**src/rtl/core/ils_pkg.sv**
```systemverilog
// Package of types and constants for the indexed list store.
package ils_pkg;

    localparam int CAPACITY   = 16;
    localparam int DATA_WIDTH = 32;

    // Port field widths.
    localparam int FUNC_W   = 2;
    localparam int VALUE_W  = 32;
    localparam int POS_W    = 5;
    localparam int LEN_W    = 5;
    localparam int STATUS_W = 2;

    // Internal widths.
    localparam int CNT_W = $clog2(CAPACITY + 1);
    localparam int IDX_W = $clog2(CAPACITY);
    localparam int CMP_W = (CNT_W > POS_W) ? CNT_W : POS_W;

    typedef enum logic [FUNC_W-1:0] {
        OP_APPEND = 2'd0,
        OP_INSERT = 2'd1,
        OP_ERASE  = 2'd2,
        OP_READ   = 2'd3
    } t_op;

    typedef enum logic [STATUS_W-1:0] {
        ST_OK    = 2'd0,
        ST_RANGE = 2'd1,
        ST_FULL  = 2'd2
    } t_status;

    // Control broadcast to every cell of the row.
    typedef struct packed {
        logic                  ins;
        logic                  ers;
        logic [IDX_W-1:0]      pos;
        logic [DATA_WIDTH-1:0] value;
    } t_cell_ctl;

endpackage

```
**src/rtl/core/indexed_list_store.sv**
```systemverilog
// Top level of the indexed list store: request decode, count and result register.
//
// Ordered list of up to CAPACITY words held in a row of cells that shift in
// parallel. Each request carries an operation: append a word at the end,
// insert a word at an index (later entries move up one cell), erase the entry
// at an index (later entries move down one cell), or read the entry at an
// index. Insert at an index equal to the current length behaves as append.
// Every request yields exactly one result with the read word (zero unless a
// read succeeds), the length after the request and a status: ok, index out of
// range, or list full. A failing request leaves the list unchanged; for insert
// the range check wins over the full check. Throughput is one request per
// clock: the whole row of cells shifts in the cycle the request is accepted,
// and the result appears in the output register on the next cycle. The only
// thing that holds a request back is a result still waiting downstream, so
// o_in_stall follows i_out_stall while a result is held. Cell contents are
// not cleared by reset; only entries below the length are ever returned.
module indexed_list_store (
    input  logic                        i_clk,
    input  logic                        i_rst_n,
    // Request channel.
    input  logic                        i_in_valid,
    output logic                        o_in_stall,
    input  logic [ils_pkg::FUNC_W-1:0]   i_in_func,
    input  logic [ils_pkg::VALUE_W-1:0]  i_in_value,
    input  logic [ils_pkg::POS_W-1:0]    i_in_position,
    // Result channel.
    output logic                        o_out_valid,
    input  logic                        i_out_stall,
    output logic [ils_pkg::VALUE_W-1:0]  o_out_read_data,
    output logic [ils_pkg::LEN_W-1:0]    o_out_length,
    output logic [ils_pkg::STATUS_W-1:0] o_out_status
);
    import ils_pkg::*;

    logic                  r_out_valid;
    logic [VALUE_W-1:0]    r_read_data;
    logic [STATUS_W-1:0]   r_status;
    logic [CNT_W-1:0]      r_count;
    logic [CNT_W-1:0]      n_count;

    logic                  accept;
    t_op                   op;
    logic [CMP_W-1:0]      cmp_pos;
    logic [CMP_W-1:0]      cmp_cnt;
    logic                  full;
    logic                  is_app;
    t_status               status;
    logic                  rd_ok;
    t_cell_ctl             ctl;
    logic [DATA_WIDTH-1:0] rd_word;

    // Take a request unless a finished result is held by the consumer.
    assign o_in_stall = r_out_valid && i_out_stall;
    assign accept     = i_in_valid && !o_in_stall;

    assign op      = t_op'(i_in_func);
    assign cmp_pos = CMP_W'(i_in_position);
    assign cmp_cnt = CMP_W'(r_count);
    assign full    = (r_count == CNT_W'(CAPACITY));
    // Insert at the end of the list is an append.
    assign is_app  = (op == OP_APPEND) || ((op == OP_INSERT) && (cmp_pos == cmp_cnt));

    // Decode the request into a status, a new count and the row control.
    always_comb begin
        status    = ST_OK;
        n_count   = r_count;
        rd_ok     = 1'b0;
        ctl.ins   = 1'b0;
        ctl.ers   = 1'b0;
        ctl.pos   = IDX_W'(i_in_position);
        ctl.value = i_in_value[DATA_WIDTH-1:0];
        priority if (is_app) begin
            ctl.pos = r_count[IDX_W-1:0];
            if (full) begin
                status = ST_FULL;
            end else begin
                ctl.ins = accept;
                n_count = r_count + 1'b1;
            end
        end else if (op == OP_INSERT) begin
            if (cmp_pos > cmp_cnt) begin
                status = ST_RANGE;
            end else if (full) begin
                status = ST_FULL;
            end else begin
                ctl.ins = accept;
                n_count = r_count + 1'b1;
            end
        end else if (op == OP_ERASE) begin
            if (cmp_pos >= cmp_cnt) begin
                status = ST_RANGE;
            end else begin
                ctl.ers = accept;
                n_count = r_count - 1'b1;
            end
        end else begin
            if (cmp_pos >= cmp_cnt) begin
                status = ST_RANGE;
            end else begin
                rd_ok = 1'b1;
            end
        end
    end

    ils_row u_row (
        .i_clk     (i_clk),
        .i_ctl     (ctl),
        .i_rd_idx  (IDX_W'(i_in_position)),
        .o_rd_data (rd_word)
    );

    // Advance the count only on an accepted request.
    always_ff @(posedge i_clk) begin
        if (!i_rst_n) begin
            r_count <= '0;
        end else if (accept) begin
            r_count <= n_count;
        end
    end

    // Load a result on accept; drop it once the consumer takes it.
    always_ff @(posedge i_clk) begin
        if (!i_rst_n) begin
            r_out_valid <= 1'b0;
        end else if (accept) begin
            r_out_valid <= 1'b1;
        end else if (!i_out_stall) begin
            r_out_valid <= 1'b0;
        end
    end

    // Hold the result payload until the next accepted request.
    always_ff @(posedge i_clk) begin
        if (accept) begin
            r_read_data <= rd_ok ? VALUE_W'(rd_word) : '0;
            r_status    <= status;
        end
    end

    // The count register already reflects the latest accepted request.
    assign o_out_valid     = r_out_valid;
    assign o_out_read_data = r_read_data;
    assign o_out_length    = LEN_W'(r_count);
    assign o_out_status    = r_status;

endmodule

```
**src/rtl/core/ils_cell.sv**
```systemverilog
// One storage cell of the list row: holds, loads or takes a neighbor's word.
module ils_cell (
    input  logic                          i_clk,
    input  logic [ils_pkg::IDX_W-1:0]      i_index,
    input  ils_pkg::t_cell_ctl             i_ctl,
    input  logic [ils_pkg::DATA_WIDTH-1:0] i_left,
    input  logic [ils_pkg::DATA_WIDTH-1:0] i_right,
    output logic [ils_pkg::DATA_WIDTH-1:0] o_data
);
    import ils_pkg::*;

    logic [DATA_WIDTH-1:0] r_data;
    logic [DATA_WIDTH-1:0] n_data;

    always_comb begin
        n_data = r_data;
        priority if (i_ctl.ins) begin
            if (i_index == i_ctl.pos) begin
                n_data = i_ctl.value;
            end else if (i_index > i_ctl.pos) begin
                n_data = i_left;
            end
        end else if (i_ctl.ers) begin
            if (i_index >= i_ctl.pos) begin
                n_data = i_right;
            end
        end else begin
            // Hold the word when the row is idle.
            n_data = r_data;
        end
    end

    always_ff @(posedge i_clk) begin
        r_data <= n_data;
    end

    assign o_data = r_data;

endmodule

```
**src/rtl/core/ils_row.sv**
```systemverilog
// Row of list cells with neighbor links and an indexed read port.
module ils_row (
    input  logic                          i_clk,
    input  ils_pkg::t_cell_ctl             i_ctl,
    input  logic [ils_pkg::IDX_W-1:0]      i_rd_idx,
    output logic [ils_pkg::DATA_WIDTH-1:0] o_rd_data
);
    import ils_pkg::*;

    logic [DATA_WIDTH-1:0] cell_q [CAPACITY];

    for (genvar k = 0; k < CAPACITY; k++) begin : g_cell
        logic [DATA_WIDTH-1:0] left_d;
        logic [DATA_WIDTH-1:0] right_d;

        if (k == 0) begin : g_first
            assign left_d = '0;
        end else begin : g_mid_l
            assign left_d = cell_q[k-1];
        end

        if (k == CAPACITY - 1) begin : g_last
            assign right_d = '0;
        end else begin : g_mid_r
            assign right_d = cell_q[k+1];
        end

        ils_cell u_cell (
            .i_clk   (i_clk),
            .i_index (IDX_W'(k)),
            .i_ctl   (i_ctl),
            .i_left  (left_d),
            .i_right (right_d),
            .o_data  (cell_q[k])
        );
    end

    assign o_rd_data = cell_q[i_rd_idx];

endmodule

```
**config.mk**
```make
export PLATFORM = sky130hd
export DESIGN_NAME = indexed_list_store
export DESIGN_NICKNAME = d
export VERILOG_FILES = /design/src/rtl/core/ils_pkg.sv /design/src/rtl/core/indexed_list_store.sv /design/src/rtl/core/ils_cell.sv /design/src/rtl/core/ils_row.sv
export SDC_FILE = /design/constraint.sdc
export NUM_CORES = 1
export LEC_CHECK = 0
export BUFFER_PORTS_ARGS = -buffer_cell sky130_fd_sc_hd__buf_2
export CAP_MARGIN = 20
export CORE_ASPECT_RATIO = 1.4
export CORE_UTILIZATION = 40
export DETAILED_ROUTE_END_ITERATION = 7
export GPL_ROUTABILITY_DRIVEN = 0
export HOLD_SLACK_MARGIN = 0.12
export MAX_ROUTING_LAYER = met4
export PLACE_DENSITY_LB_ADDON = 0.05
export SKIP_CTS_REPAIR_TIMING = 1
export SKIP_LAST_GASP = 1
export SYNTH_ARGS = -nofsm -noshare
export SYNTH_HDL_FRONTEND = slang
export SYNTH_SLANG_ARGS = --single-unit
```
**constraint.sdc**
```tcl
create_clock -name i_clk -period 6.47 [get_ports i_clk]
set_input_delay 0.9705 -clock i_clk [delete_from_list [all_inputs] [get_ports i_clk]]
set_output_delay 0.9705 -clock i_clk [all_outputs]
set_load 0.1 [all_outputs]
```
==> tab_implementation.tex <==
\begin{tabular}{lr}
\hline
Metric & Value \\
\hline
\multicolumn{2}{l}{\textbf{Timing}} \\
Final count of pins violating max slew & 0 \\
Worst setup skew after layout & $\sim$33 ps \\
Pin slew with the least headroom to its limit & 1330 ps \\
Min Clock Period, post-route & 4390 ps \\
Max Clk Rate & between 0.2 and 0.25 GHz \\
Worst hold margin & 531 ps \\
Unrepaired setup endpoints after global routing & false \\
Total Neg Setup Slack & 0 ps \\
Final count of negative-setup-slack endpoints & 0 \\
Period utilization & 67.9\% \\
Hold violation total from the final report & 0 \\
Final worst slack & 2080 ps \\
Slew HR & between 10\% and 20\% \\
\multicolumn{2}{l}{\textbf{Die}} \\
Core footprint & 84300 µm² \\
FP Rows & about 130 \\
Horizontal die dimension & approximately 250 µm \\
Ports placed on the boundary & 84 \\
Initial standard-cell utilization of the core & 40.4\% \\
Die height & approximately 350 µm \\
Die Area & 86300 µm² \\
\multicolumn{2}{l}{\textbf{Critical path}} \\
R2R Path Start & o\_out\_length[1] \\
Delay contributed by the slowest stage of the critical path & 740 ps \\
Startpoint types & register \\
Worst path cell trace & inv\_1 -> ha\_1 -> nand3b\_1 -> o22ai\_4 -> buf\_4 -> mux2i\_1 -> nand2b\_4 -> nor3b\_2 -> buf\_4 \\
Largest driver fanout on the critical path & 27 \\
Required time at the worst-slack endpoint & a little under 7000 ps \\
Data arrival at the endpoint of the critical path & $\sim$4700 ps \\
Cell mode on critical path & sky130\_fd\_sc\_hd\_\_buf\_4 \\
Kind of critical path & reg -> reg \\
Crit path capture type & register \\
Critical path's top delay family & buffers and inverters \\
Worst path bufs/invs & 3 \\
Slowest cell on the critical path & sky130\_fd\_sc\_hd\_\_mux2i\_1 \\
Critical Path Source & o\_out\_length[1] \\
\multicolumn{2}{l}{\textbf{Logic synthesis}} \\
\#FFs+latches synth & about 550 \\
Synthesized net count & 2792 \\
Synthesized area divided by synthesized cell count & approximately 12 µm² \\
Main area contributors after synthesis & sky130\_fd\_sc\_hd\_\_edfxtp\_1 (48\%), sky130\_fd\_sc\_hd\_\_mux2i\_1 (14\%), sky130\_fd\_sc\_hd\_\_mux4\_2 (11\%), sky130\_fd\_sc\_hd\_\_a31oi\_1 (8.3\%), sky130\_fd\_sc\_hd\_\_a21oi\_1 (6.7\%) \\
Async set-reset flop share out of synthesis & 0\% \\
Yosys top cell area share & 48.2\% \\
Yosys warning total & 0 \\
Number of enable flip-flop cells after synthesis & 546 \\
Syn Inst Count & about 2700 \\
Most instantiated flip-flop cell in the synthesis netlist & sky130\_fd\_sc\_hd\_\_edfxtp\_1 \\
Share of synthesized area occupied by flip-flops and latches & 48.5\% \\
Netlist area before placement & 34000 µm² \\
Cell variety after synth & 52 \\
Cell type with the largest total area after synthesis & sky130\_fd\_sc\_hd\_\_edfxtp\_1 \\
\multicolumn{2}{l}{\textbf{Place}} \\
Detailed-placement wirelength estimate & around 67000 µm \\
\# port buffers & slightly above 80 \\
Placed Area & 34900 µm² \\
Pre-CTS setup slack & approximately 1800 ps \\
\multicolumn{2}{l}{\textbf{CTS}} \\
Clock edge transition at the registers on the reported setup and hold paths & roughly 60 ps \\
CTS tree & yes \\
CTS Buf Count & 61 \\
Root buffer cell & sky130\_fd\_sc\_hd\_\_clkbuf\_16 \\
Total number of clock tree sinks & 552 \\
Level count of the clock H-tree & 2 \\
Source-to-sink clock delay at the later pin of the worst-skew pair & 680 ps \\
Buffers from clock root to sink, at most & 3 \\
\multicolumn{2}{l}{\textbf{Power}} \\
Peak VDD IR & 0.242 mV \\
Power per cell area & 269 nW/µm² \\
Total power of the final layout & approximately 9900 µW \\
Leak Pwr & 0.0136 µW \\
\multicolumn{2}{l}{\textbf{Global route}} \\
Antenna violations before repair & 11 \\
Overflow left after global routing & 0 \\
Wire length of the first global-routing pass & approximately 180000 µm \\
Global router's overall resource usage & 29.0\% \\
Vias in the first global route & 25300 \\
Pin count of the biggest net entering global routing & 218 \\
\multicolumn{2}{l}{\textbf{Final layout}} \\
Post-layout net count & about 2700 \\
Design Area, Final & 36900 µm² \\
Fraction of layout instances using a drive strength above 1 & about 17\% \\
Growth of design area from synthesis to finish & 8.37\% \\
\multicolumn{2}{l}{\textbf{Route}} \\
Overall via count from detail\_route & $\sim$26000 \\
Total length of routed wires & 124000 µm \\
Number of detailed-route iterations in the first pass & 5 \\
Post-DRT Antenna Nets & 0 \\
Final routed wire length divided by cell count & between 30 and 40 µm \\
Violation count after the first detailed-route iteration & 2560 \\
DRC violation count after routing & 0 \\
Mean number of vias per cell & 6.84 \\
\multicolumn{2}{l}{\textbf{Worst hold path}} \\
Class of the tightest hold or removal check & reg -> reg \\
Worst Hold Launch & o\_out\_length[4] \\
\multicolumn{2}{l}{\textbf{Status}} \\
Result of the run & finished clean \\
\multicolumn{2}{l}{\textbf{Job}} \\
Count of max-cap constraint violations & 0 \\
\hline
\end{tabular}
-- cells in the mapped netlist (21+ instances only) --
library cell                 n
sky130_fd_sc_hd__nor3_1     21
sky130_fd_sc_hd__nor2b_1    34
sky130_fd_sc_hd__nand4_1    64
sky130_fd_sc_hd__a31oi_1   451
sky130_fd_sc_hd__buf_6      42
sky130_fd_sc_hd__mux4_2    159
sky130_fd_sc_hd__buf_2     103
sky130_fd_sc_hd__mux2i_1   489
sky130_fd_sc_hd__edfxtp_1  546
sky130_fd_sc_hd__a22o_1     32
sky130_fd_sc_hd__a21oi_1   458
sky130_fd_sc_hd__clkbuf_1  178
-- layout make-up --
type | instances | area (µm²)
multi-input cells | 1824 | 15800
clock inverters | 32 | 330
clock buffers | 77 | 1630
repair buffers | 157 | 1230
inverters | 9 | 41.3
flip-flops and latches | 552 | 16500
fillers | 7703 | 47500
diodes | 6 | 15.0
well taps | 1088 | 1360
-- cells in the final DEF, fill, tap and decap left out, types with 7 or more instances in the layout --
master	count
sky130_fd_sc_hd__a22o_1	32
sky130_fd_sc_hd__a21oi_1	455
sky130_fd_sc_hd__buf_4	56
sky130_fd_sc_hd__a31oi_1	451
sky130_fd_sc_hd__nand2b_1	7
sky130_fd_sc_hd__nor2_1	14
sky130_fd_sc_hd__mux2i_1	489
sky130_fd_sc_hd__nand2_1	20
sky130_fd_sc_hd__ha_1	8
sky130_fd_sc_hd__clkinv_2	11
sky130_fd_sc_hd__bufinv_16	7
sky130_fd_sc_hd__nor3_2	7
sky130_fd_sc_hd__clkbuf_16	63
sky130_fd_sc_hd__nor3_1	14
sky130_fd_sc_hd__nand4_1	64
sky130_fd_sc_hd__mux2i_4	14
sky130_fd_sc_hd__mux4_2	159
sky130_fd_sc_hd__clkinv_1	11
sky130_fd_sc_hd__clkbuf_1	14
sky130_fd_sc_hd__buf_12	19
sky130_fd_sc_hd__edfxtp_1	546
sky130_fd_sc_hd__buf_2	80
sky130_fd_sc_hd__nor2b_1	33
sky130_fd_sc_hd__inv_1	7
-- registers in the layout, summed over array words and instances (netlist names) --
register,count
u_row.g_cell.u_cell.o_data,512
o_out_read_data,32
o_out_length,5
o_out_status,2
o_out_valid,1
-- cells by family after synthesis --
group,Yosys count,share of synthesized area (%)
buffers and inverters,365,5.73
AO/OA/AOI/OAI,961,16.4
AND/OR/NAND/NOR,189,3.19
multiplexers,665,25.9
adder cells (fa/ha/maj),8,0.294
XOR/XNOR,1,0.0257
flip-flops,552,48.5
-- worst reg2reg max path, delay by kind of cell, from the launching register on --
kind | cells | cell delay (ps)
buffers and inverters | 3 | 1090
AOI/OAI and AO/OA | 1 | 160
DFF | 1 | 700
muxes | 1 | 760
and+or+nand+nor | 3 | 890
adders and majority gates | 1 | 400
-- power by group --
part / internal (µW) / leakage (µW) / switching [µW]
sequential: 4270 / 0.00508 / 178
combinational: 617 / 0.00753 / 1290
clock: 2040 / 0.000957 / 1540
total: 6930 / 0.0136 / 3010
-- metal layers --
metal,track usage (%),share of wire [%]
met3,4.21,5.9
met1,36.7,41
met4,9.76,3.5
met2,47.8,50
met5,-,0
-- worst paths after layout --
path / endpoint / slack, ps / cells after the start
worst min-delay path: o_out_length[4] / 530 / 2
worst max-delay path: u_row.g_cell[13].u_cell.o_data[23] / 2080 / 9
worst min register to register: o_out_length[4] / 530 / 2
worst max register to register: u_row.g_cell[13].u_cell.o_data[23] / 2080 / 9
-- per-stage QoR --
| step | utilization, % | instances |
|---|---|---|
| floorplan | - | 2741 |
| global placement | 41.4 | 3630 |
| detailed placement | 41.4 | 3630 |
| CTS | 43.7 | 3739 |
| global route | 43.7 | 3744 |
| finish | 43.7 | 3745 |
No activity file was read; power rests on OpenSTA's default activity.
